[src/rtl/emm_pkg.sv]
`default_nettype none

package emm_pkg;

   // Memory sizes; the data memory depth is a power of two.
   localparam int DATA_DEPTH = 65536;
   localparam int FILE_DEPTH = 256;
   localparam int DATA_AW    = $clog2(DATA_DEPTH);
   localparam int FILE_AW    = $clog2(FILE_DEPTH);

   // Word widths on the streams.
   localparam int REQ_W = 16;
   localparam int RSP_W = 56;

   // Whole opcodes with their own meaning.
   localparam logic [7:0] OP_JUMP  = 8'h07;
   localparam logic [7:0] OP_JUMPZ = 8'h17;
   localparam logic [7:0] OP_NOP   = 8'hFF;

   // Source codes (opcode high nibble).
   localparam logic [3:0] SRC_IMM   = 4'h0;
   localparam logic [3:0] SRC_ALU   = 4'h1;
   localparam logic [3:0] SRC_FILE  = 4'h2;
   localparam logic [3:0] SRC_MEM   = 4'h3;
   localparam logic [3:0] SRC_PORT0 = 4'h4;
   localparam logic [3:0] SRC_PORT1 = 4'h5;

   // Destination codes (opcode low nibble).
   localparam logic [3:0] DST_FILE    = 4'h0;
   localparam logic [3:0] DST_A       = 4'h1;
   localparam logic [3:0] DST_ADDR0   = 4'h2;
   localparam logic [3:0] DST_ADDR1   = 4'h3;
   localparam logic [3:0] DST_ADDR2   = 4'h4;
   localparam logic [3:0] DST_FP      = 4'h5;
   localparam logic [3:0] DST_B       = 4'h6;
   localparam logic [3:0] DST_MEM     = 4'h8;
   localparam logic [3:0] DST_ALUFILE = 4'h9;
   localparam logic [3:0] DST_PORT0   = 4'hA;
   localparam logic [3:0] DST_PORT1   = 4'hB;

   // ALU modes.
   localparam logic [7:0] ALU_ADD  = 8'd0;
   localparam logic [7:0] ALU_SUB  = 8'd1;
   localparam logic [7:0] ALU_ADC  = 8'd2;
   localparam logic [7:0] ALU_SBB  = 8'd3;
   localparam logic [7:0] ALU_NE   = 8'd4;
   localparam logic [7:0] ALU_AND  = 8'd5;
   localparam logic [7:0] ALU_OR   = 8'd6;
   localparam logic [7:0] ALU_NOT  = 8'd7;
   localparam logic [7:0] ALU_XOR  = 8'd8;
   localparam logic [7:0] ALU_SHLN = 8'd9;
   localparam logic [7:0] ALU_ASRB = 8'd10;
   localparam logic [7:0] ALU_SHRH = 8'd11;
   localparam logic [7:0] ALU_SHRA = 8'd12;
   localparam logic [7:0] ALU_SHLA = 8'd13;
   localparam logic [7:0] ALU_SHLB = 8'd14;
   localparam logic [7:0] ALU_MULL = 8'd15;
   localparam logic [7:0] ALU_MULH = 8'd16;
   localparam logic [7:0] ALU_DIV  = 8'd17;
   localparam logic [7:0] ALU_MOD  = 8'd18;
   localparam logic [7:0] ALU_INC  = 8'd19;
   localparam logic [7:0] ALU_DEC  = 8'd20;
   localparam logic [7:0] ALU_INCC = 8'd21;
   localparam logic [7:0] ALU_DECC = 8'd22;
   localparam logic [7:0] ALU_PASA = 8'd23;
   localparam logic [7:0] ALU_PASB = 8'd24;

   // Commands from the controller to the datapath.
   typedef struct packed {
      logic capture;
      logic div_step;
      logic commit;
      logic clr_write;
   } cmd_type;

   // Status from the datapath to the controller.
   typedef struct packed {
      logic need_div;
      logic clr_last;
   } stat_type;

   // ALU result: bit 8 is the carry. Quotient and remainder come from the divider.
   function automatic logic [8:0] alu_eval(input logic [7:0] a, input logic [7:0] b,
                                           input logic [7:0] mode, input logic cin,
                                           input logic [7:0] quo, input logic [7:0] rem);
      logic [8:0]  t;
      logic [15:0] p;
      logic [7:0]  r;
      logic        c;
      p = {8'd0, a} * {8'd0, b};
      t = 9'd0;
      r = a;
      c = 1'b0;
      case (mode)
         ALU_ADD:  begin t = {1'b0, a} + {1'b0, b}; r = t[7:0]; c = t[8]; end
         ALU_SUB:  begin t = {1'b0, a} - {1'b0, b}; r = t[7:0]; c = t[8]; end
         ALU_ADC:  begin
            t = {1'b0, a} + {1'b0, b} + {8'd0, cin}; r = t[7:0]; c = t[8];
         end
         ALU_SBB:  begin
            t = {1'b0, a} - {1'b0, b} - {8'd0, cin}; r = t[7:0]; c = t[8];
         end
         ALU_NE:   r = {7'd0, a != b};
         ALU_AND:  r = a & b;
         ALU_OR:   r = a | b;
         ALU_NOT:  r = ~a;
         ALU_XOR:  r = a ^ b;
         ALU_SHLN: r = {a[7:4], a[2:0], 1'b0};
         ALU_ASRB: r = {b[7], b[7:1]};
         ALU_SHRH: r = {1'b0, a[7:1]} | (a & 8'hF0);
         ALU_SHRA: r = {1'b0, a[7:1]};
         ALU_SHLA: r = {a[6:0], 1'b0};
         ALU_SHLB: r = {b[6:0], 1'b0};
         ALU_MULL: r = p[7:0];
         ALU_MULH: r = p[15:8];
         ALU_DIV:  r = (b == 8'd0) ? 8'hFF : quo;
         ALU_MOD:  r = (b == 8'd0) ? a : rem;
         ALU_INC:  begin t = {1'b0, a} + 9'd1; r = t[7:0]; c = t[8]; end
         ALU_DEC:  begin t = {1'b0, a} - 9'd1; r = t[7:0]; c = t[8]; end
         ALU_INCC: begin t = {1'b0, a} + 9'd1 + {8'd0, cin}; r = t[7:0]; c = t[8]; end
         ALU_DECC: begin t = {1'b0, a} - 9'd1 - {8'd0, cin}; r = t[7:0]; c = t[8]; end
         ALU_PASA: r = a;
         ALU_PASB: r = b;
         default:  r = a;
      endcase
      return {c, r};
   endfunction

endpackage

`default_nettype wire

[src/rtl/emm_ctrl.sv]
`default_nettype none

module emm_ctrl (
   input  wire logic              clock,
   input  wire logic              reset,
   input  wire emm_pkg::stat_type stat,
   output emm_pkg::cmd_type       cmd,
   input  wire logic              req_tvalid,
   output logic                   req_tready,
   output logic                   rsp_tvalid,
   input  wire logic              rsp_tready
);

   import emm_pkg::*;

   typedef enum logic [1:0] {S_CLEAR, S_IDLE, S_DIV, S_EXEC} state_type;

   state_type  state_ff;
   logic [2:0] cnt_ff;
   logic       rsp_v_ff;
   logic       slot_free;

   assign slot_free     = !rsp_v_ff || rsp_tready;
   assign req_tready    = (state_ff == S_IDLE);
   assign rsp_tvalid    = rsp_v_ff;
   assign cmd.clr_write = (state_ff == S_CLEAR);
   assign cmd.capture   = (state_ff == S_IDLE) && req_tvalid;
   assign cmd.div_step  = (state_ff == S_DIV) && stat.need_div;
   assign cmd.commit    = (state_ff == S_EXEC) && slot_free;

   // Sequencer and output valid.
   always_ff @(posedge clock) begin
      if (reset) begin
         state_ff <= S_CLEAR;
         cnt_ff   <= 3'd0;
         rsp_v_ff <= 1'b0;
      end else begin
         if (cmd.commit) begin
            rsp_v_ff <= 1'b1;
         end else if (rsp_tready) begin
            rsp_v_ff <= 1'b0;
         end
         case (state_ff)
            S_CLEAR: begin
               if (stat.clr_last) begin
                  state_ff <= S_IDLE;
               end
            end
            S_IDLE: begin
               if (req_tvalid) begin
                  state_ff <= S_DIV;
                  cnt_ff   <= 3'd0;
               end
            end
            S_DIV: begin
               if (!stat.need_div || cnt_ff == 3'd7) begin
                  state_ff <= S_EXEC;
               end
               cnt_ff <= cnt_ff + 3'd1;
            end
            S_EXEC: begin
               if (slot_free) begin
                  state_ff <= S_IDLE;
               end
            end
            default: state_ff <= S_IDLE;
         endcase
      end
   end

   a_commit_free: assert property (@(posedge clock) disable iff (reset)
      cmd.commit |-> slot_free) else $error("commit with result slot busy");
   a_commit_valid: assert property (@(posedge clock) disable iff (reset)
      cmd.commit |=> rsp_tvalid) else $error("committed word not offered");
   a_one_at_a_time: assert property (@(posedge clock) disable iff (reset)
      (req_tvalid && req_tready) |=> !req_tready) else $error("second word taken early");
   a_no_clear_accept: assert property (@(posedge clock) disable iff (reset)
      cmd.clr_write |-> !req_tready) else $error("word taken during clear");

endmodule

`default_nettype wire
[config.mk]
export PLATFORM = sky130hd
export DESIGN_NAME = emm_ctrl
export DESIGN_NICKNAME = d
export VERILOG_FILES = /design/src/rtl/emm_pkg.sv /design/src/rtl/emm_ctrl.sv
export SDC_FILE = /design/constraint.sdc
export NUM_CORES = 1
export LEC_CHECK = 0
export ABC_AREA = 1
export BUFFER_PORTS_ARGS = -buffer_cell sky130_fd_sc_hd__clkbuf_2
export CAP_MARGIN = 20
export CORE_AREA = 3 3 40 42
export DETAILED_ROUTE_END_ITERATION = 12
export DIE_AREA = 0 0 43 45
export PLACE_DENSITY = 0.57
export SLEW_MARGIN = 10
export SYNTH_ARGS = -nofsm -noshare
export SYNTH_HDL_FRONTEND = slang
export SYNTH_SLANG_ARGS = --single-unit
[constraint.sdc]
create_clock -name clock -period 1.5 [get_ports clock]
set_clock_uncertainty 0.15 [all_clocks]
set_input_delay 0.075 -clock clock [delete_from_list [all_inputs] [get_ports clock]]
set_output_delay 0.075 -clock clock [all_outputs]
set_load 0.05 [all_outputs]
# After elaboration in Yosys (flattened, before gate mapping)
# Cells that the tools add are included.
word_totals:
  reg_bits: 6
  output_inout_bits: 6
  mem_bits_ro: 0
  input_bits: 6
  mem_count: 0
  latchBits: 0
  wordCells: 33
  mem_bits_rw: 0
op_classes:
  div_mod_pow: 0
  n_mux: 9
  reduce_logical: 12
  n_eq_ne: 8
  magnitude_cmp: 0
  shift: 0
  addsub: 1
  multipliers: 0
  n_bitwise: 0
op_table:
  columns: ["cell", "count"]
  rows:
  - ["two-way mux 2 bit", 4]
  - ["one-hot mux 2 bit (4 select lines)", 1]
  - ["inequality test 2 bit, second input constant", 3]
  - ["one-hot mux 3 bit (2 select lines)", 1]
  - ["equality test 2 bit, second input constant", 2]
  - ["AND reduction 4 bit", 1]
  - ["nonzero test 2 bit", 2]
  - ["adder 3 x 1 -> 3 bit, second input constant", 1]
  - ["equality test 3 bit, second input constant", 1]
  - ["logical AND 1 bit", 3]
  - ["two-way mux 3 bit", 1]
  - ["equality test 2 x 1 -> 1 bit, second input constant", 1]
  - ["zero test 1 bit", 2]
  - ["zero test 2 bit", 1]
  - ["logical OR 1 bit", 2]
  - ["two-way mux 1 bit", 2]
  - ["inequality test 2 x 1 -> 1 bit, second input constant", 1]
  - ["AND reduction 2 bit", 1]

# Logic depth before layout (Yosys ltp)
# Gate-level depths: netlist (run 1).
depth:
  depth_word: 4
  depth_mapped: 9
  ltp_nobuf: 9

# Worst setup path after synthesis (run 1)
# No wires, ideal clock.
synth_timing:
  kind: "register -> register"
  from: "register state_ff[1]"
  to: "register state_ff[0]"
  synth_period_minus_slack_ps: 1617
  arrival_time_ps: 1354
  setup_time_ps: 113
  t_required_ps: 1237
  path_buffers: 0
  stages_incl_launch_ff: 8
  slack_ps: -117
  path_cell_list: "dfxtp_1 -> inv_1 -> ha_1 -> nand2_1 -> nand2_1 -> nor2_4 -> nor2_1 -> nor2_1"
synth_via:
  elab_chain_cells: 3
  elab_cells_between_ends: 10
  classes_between: "7 x eq/ne; 1 x mux; 2 x reduce/logical"
synth_rtl:
  columns: ["item", "line", "text"]
  rows:
  - ["start: declaration", "emm_ctrl.sv:18", "state_type state_ff;"]
  - ["start signal: assignment", "emm_ctrl.sv:34", "state_ff <= S_CLEAR;"]
  - ["start signal: assignment", "emm_ctrl.sv:46", "state_ff <= S_IDLE;"]
  - ["start signal: assignment", "emm_ctrl.sv:51", "state_ff <= S_DIV;"]
  - ["equality test 2 x 1 -> 1 bit (*)", null, null]
  - ["named net req_tready", "emm_ctrl.sv:9", "output logic req_tready,"]
  - ["inequality test 2 bit (no source line)", null, null]
  - ["AND reduction 4 bit (no source line)", null, null]
# Mark *: on every way through the listed nets, which the timed path passes. The rest lies on a longest branch.
# A chain may end at the register's enable or synchronous reset.

==> results.toml, run 1 <==
[sta]
worst_slew_pin_slew_ns = 0.279
hold_viol = 0
slew_viol_final = 0
setup_tns_ns = 0
slew_headroom_pct = 81.5
setup_viol = 0
min_period_over_period_pct = 94.1
period_minus_slack_ns = 1.41
max_freq_mhz = 709
rsz0062_at_grt = "false"

[pwr]
power_density_nw_per_um2 = 1730
vdd_drop_max_mv = 0.560
power_w = 0.000937
p_leak_nw = 0.292

[global_route]
first_global_vias = 322
grt_overflow = 0
antenna_found_initial = 0
track_usage_pct = 9.59
grt_pass1_wl_microns = 1280
grt_max_degree = 6

[worst_hold_path]
hold_path_depth = 5
hold_path_class = "input pin to register"

[route]
wl_per_cell_microns = 8.59
dr.pass1.iters = 3
drt-initial-drc-count = 3
wirelength_microns = 747
drcViolationCount = 0
via_count = 380
vias_per_cell = 4.37
ant_nets = 0

[place]
gp_congestion = 0.719
port_buffers = 11
dpl-instance-area_sq_um = 477
dp_hpwl_microns = 623

[critical_path]
critPathBufInv = 3
cp.depth = 5
cp_max_fo = 5
worst_r2r_path_depth = 9
critPathKind = "register to primary output"
slowest_delay_ns = 0.37
slowest_stage = "dfxtp_4"
worstPathArrival_ns = 1.19
cp.required_ns = 1.27
cp_cell_sequence = "inv_1, ha_1, nand2_1, inv_1, buf_4"
cp-end-kind = "primary output"
crit_family = "flip-flops"
cp-start-kind = "register"
cp_common_cell = "inv_1"

[cts]
cts-root-buf = "clkbuf_4"
htreeDepth = 1
cts_inserted_buffers = 3
cts.path.max_buffers = 2
cts_tree = "done"
clock-sinks = 6
clk_latency_ns = 0.25
cts.clk_slew.worst_paths_ns = 0.05

[die]
top_level_ports = 12
die_h_microns = 45
placementRows = 13
die_x_microns = 43
die-area_sq_um = 1940
core-area_sq_um = 1280
initial_utilization_pct = 30.7

[synthesis]
yosys.area_share.simple_pct = 25.4
ys_ff_latch = 6
synth.distinct_cells = 10
synth_xor_area_share_pct = 0
syn_area_per_cell_sq_um = 7.04
synthAdderAreaFrac_pct = 22.2
synth_top_area_share_pct = 30.5
yosysSeqAreaShare_pct = 30.5
syn-num-nets = 69
yosys-top-cells-area = "dfxtp_1, ha_1, nand2_1, inv_1, a21oi_1"
synth-compound-area-share_pct = 10.5
syn_inst = 56
synth_area_sq_um = 394
yosys.area.top_type = "dfxtp_1"
synth_top_family_by_area = "simple AND/OR/NAND/NOR gates"
yosys_warnings = 0
muxShareOfSynthArea_pct = 0

[finish]
fin_area_sq_um = 542
register_area_sq_um = 125
diodes = 0
nFillCells = 137
drive_gt1_share_pct = 29.2
nets = 87
multi_input_area_sq_um = 248
syn_to_final_growth_pct = 37.5

[run_status]
outcome = "finished clean"

[job]
cap_violations = 0
==> cells in the mapped netlist <==
cell	number
nor2_4	1
inv_1	12
a21oi_1	5
a21boi_2	1
o21ai_0	1
ha_1	7
dfxtp_1	6
nor2_1	4
nand3_1	2
nand2_1	17
==> worst register-to-register path, delay by kind of cell, from the launching register on <==
family	cells	cell delay (ns)
buffers and inverters	1	0.05
DFF	1	0.32
and+or+nand+nor	6	0.37
adders and majority gates	2	0.38
==> power by group <==
| group | leakage (nW) | internal [W] | switching (W) |
|---|---|---|---|
| logic | 0.228 | 0.000174 | 0.000362 |
| clock network | 0.0138 | 0.0000905 | 0.0000585 |
| registers | 0.0499 | 0.000207 | 0.0000452 |
==> per-stage QoR <==
stage	setup WS [ns]	utilization [%]	cells	hold WS, ns
6_report	0.0889	42.2	87	0.0674
5_1_grt	0.0000328	42.2	87	0.104
4_1_cts	0.0117	41.1	87	0.0573
3_5_place_dp	0.0208	37.1	82	0.168
3_3_place_gp	0.0803	37.1	82	0.175
2_1_floorplan	0.0660	-	56	-0.00593
==> cells in the final DEF (no fill, tap or decap) <==
cell and instances:
buf_4 2, inv_1 12, nand2_1 17, nor2_1 4, dfxtp_1 4, ha_1 5, ha_2 1, clkbuf_4 4
dlygate4sd3_1 2, a21oi_1 4, clkbuf_2 8, dfxtp_4 1, a21boi_2 1, o21ai_1 1, ha_4 1, a21oi_2 1
nand3_1 2, nor2_4 1, dfxtp_2 1
==> metal layers <==
layer / vias to the layer above / global-route usage [%] / share of wire (%)
li1: 202 / - / -
met1: 168 / 9.44 / 43
met2: 8 / 14.7 / 50
met3: 2 / 7.17 / 5.8
met4: 0 / 5.42 / 1.3
met5: - / 0 / 0
==> worst paths after layout <==
kind	start	end	slack (ns)
max reg2reg	cnt_ff[0]$_SDFFE_PP0P_	state_ff[0]$_SDFFE_PP0P_	0.15
min	req_tvalid	cnt_ff[1]$_SDFFE_PP0P_	0.07
max	state_ff[0]$_SDFFE_PP0P_	cmd[2]	0.09
min reg2reg	cnt_ff[1]$_SDFFE_PP0P_	cnt_ff[1]$_SDFFE_PP0P_	0.32
==> kinds of logic after synthesis <==
group | after synthesis
AND/OR/NAND/NOR | 24
buffers and inverters | 12
adder cells (fa/ha/maj) | 7
flip-flops | 6
AO/OA/AOI/OAI | 7
==> what timing repair did <==
action,4_1_cts,5_1_grt
hold buffers,2,0
hold endpoints to repair,4,0
resized for setup,4,6
pin swaps,0,0
setup endpoints to repair,3,9
buffers inserted,0,0
==> area by class of cell <==
class / count / share of cell area [%]
Tap cell: 15 / 3.46
Timing Repair Buffer: 13 / 15.2
Multi-Input combinational cell: 38 / 45.7
Inverter: 12 / 8.31
Clock buffer: 3 / 4.16
Sequential cell: 6 / 23.1
==> flip-flops by register name (all words and copies together), names as in the netlist <==
name and cells:
cnt_ff 3, rsp_tvalid 1, state_ff 2
No activity file was read; power rests on OpenSTA's default activity.
==> run 2, diff against run 1 <==
--- a/config.mk
+++ b/config.mk
@@ -11,7 +11,9 @@
 export CORE_AREA = 3 3 40 42
 export DETAILED_ROUTE_END_ITERATION = 12
 export DIE_AREA = 0 0 43 45
+export MAX_ROUTING_LAYER = met4
 export PLACE_DENSITY = 0.57
+export RECOVER_POWER = 50
 export SLEW_MARGIN = 10
 export SYNTH_ARGS = -nofsm -noshare
 export SYNTH_HDL_FRONTEND = slang
==> run 2 against run 1 <==
Net effect:
- cell count unchanged
- critical path depth unchanged
- fmax about the same
- worst setup slack about the same
- flip-flop and latch count unchanged
- register-to-register slack about the same
- critical endpoint unchanged
- largest power group unchanged
==> results.toml, run 2 (synthesis results as in run 1) <==
[run_status]
outcome = "finished clean"

[die]
core-area_sq_um = 1280
placementRows = 13
die_h_microns = 45
die_x_microns = 43
initial_utilization_pct = 30.7
top_level_ports = 12
die-area_sq_um = 1940

[critical_path]
cp-start-kind = "register"
regToRegEndpoint = "state_ff[0]$_SDFFE_PP0P_"
cp-end-kind = "primary output"
worstPathArrival_ns = 1.19
worst_r2r_path_depth = 9
r2r_start = "cnt_ff[0]$_SDFFE_PP0P_"
cp.required_ns = 1.27
r2r_slack_ns = 0.15
cp_max_fo = 5
critPathKind = "register to primary output"

[sta]
slew_viol_final = 0
max_freq_mhz = 709
hold_viol = 0
min_period_over_period_pct = 94.1
rsz0062_at_grt = "false"
slew_headroom_pct = 60.5
setup_viol = 0
setup_tns_ns = 0
period_minus_slack_ns = 1.41
worst_slew_pin_slew_ns = 0.596

[pwr]
power_density_nw_per_um2 = 1730
vdd_drop_max_mv = 0.560
p_leak_nw = 0.288

[global_route]
antenna_found_initial = 0
use_met3_pct = 7.17
grt_max_degree = 6
grt_pass1_wl_microns = 1280
grt_util_met2_pct = 14.7
track_usage_pct = 9.88
grt_overflow = 0
first_global_vias = 323
busiest_layer = "met2"
grtUsageMet1_pct = 9.44

[place]
port_buffers = 11
gp_congestion = 0.728
dp_hpwl_microns = 623
dp_cells = 82

[finish]
drive_gt1_share_pct = 27.8
top_register = "cnt_ff"
largest_register_ffs = 3
nets = 87
diodes = 0
nFillCells = 135
syn_to_final_growth_pct = 37.1
multi_input_area_sq_um = 248
final_cell_mix = "nand2_1, inv_1, clkbuf_2, ha_1"
register_area_sq_um = 125
final_common_cell = "nand2_1"
stdcell_count = 87

[cts]
cts_tree = "done"
cts.path.max_buffers = 2
htreeDepth = 1
clk_latency_ns = 0.25
cts-root-buf = "clkbuf_4"
clock-sinks = 6
cts_inserted_buffers = 3
cts.clk_slew.worst_paths_ns = 0.05

[worst_hold_path]
hold_start = "req_tvalid"
hold_path_depth = 5
hold_path_class = "input pin to register"
min_to = "cnt_ff[1]$_SDFFE_PP0P_"

[job]
cap_violations = 0

[route]
wl_per_cell_microns = 8.66
dr.pass1.iters = 3
wirelength_microns = 753
ant_nets = 0
drt-initial-drc-count = 4
via_count = 384
drcViolationCount = 0
vias_per_cell = 4.41
## run 2: cell count changes in the layout (fill, tap and decap cells not counted)
cell / delta
clkbuf_1: +1
clkbuf_2: -1
## run 2: cell type report
class | count | share of cell area (%)
clock buffers | 3 | 4.17
inverters | 12 | 8.33
multi-input cells | 38 | 45.8
flip-flops and latches | 6 | 23.1
well taps | 15 | 3.47
repair buffers | 13 | 15.0
## run 2: critical path, cell delays in order, from the launching register on
cell	delay, ns
dfxtp_4	0.37
inv_1	0.06
ha_1	0.23
nand2_1	0.07
inv_1	0.04
buf_4	0.18
## run 2: what timing repair did
action | 4_1_cts | 5_1_grt
setup buffers | 0 | 0
resized for setup | 4 | 6
hold buffers | 2 | 0
setup endpoints to repair | 3 | 9
hold endpoints to repair | 4 | 0
## run 2: where the power goes
group	leakage [nW]	internal [W]	switching (W)
Clock	0.0138	0.0000905	0.0000586
Combinational	0.224	0.000173	0.000362
Sequential	0.0499	0.000207	0.0000452
## run 2: metal layers
metal  up-vias  routed length, microns
met4         0                      10
li1        202                       -
met1       172                     330
met5         -                       0
met2         8                     371
met3         2                      40
## run 2: worst max-delay path by stage
stage                                  start                        to  slack (ns)  depth (start not counted)
global route        state_ff[0]$_SDFFE_PP0P_                    cmd[2]     0.00003                          5
finish              state_ff[0]$_SDFFE_PP0P_                    cmd[2]        0.09                          5
floorplan           state_ff[1]$_SDFFE_PP0P_  state_ff[0]$_SDFFE_PP0P_        0.07                          7
detailed placement  state_ff[0]$_SDFFE_PP0P_    cnt_ff[2]$_SDFFE_PP0P_        0.02                          5
CTS                 state_ff[1]$_SDFFE_PP0P_                    cmd[3]        0.01                          5
global placement    state_ff[0]$_SDFFE_PP0P_    cnt_ff[0]$_SDFFE_PP0P_        0.08                          5
## run 2: per-stage QoR
| step | worst slack, ns | cell area (sq um) | hold WS [ns] | utilization, % | total power (W) |
|---|---|---|---|---|---|
| global placement | 0.0803 | 477 | 0.175 | 37.1 | 0.000757 |
| detailed placement | 0.0208 | 477 | 0.168 | 37.1 | 0.000754 |
| floorplan | 0.0660 | 403 | -0.00593 | - | 0.000665 |
| CTS | 0.0117 | 528 | 0.0573 | 41.1 | 0.000929 |
| finish | 0.0888 | 541 | 0.0673 | 42.1 | 0.000937 |
| global route | 0.0000309 | 541 | 0.104 | 42.1 | 0.00104 |
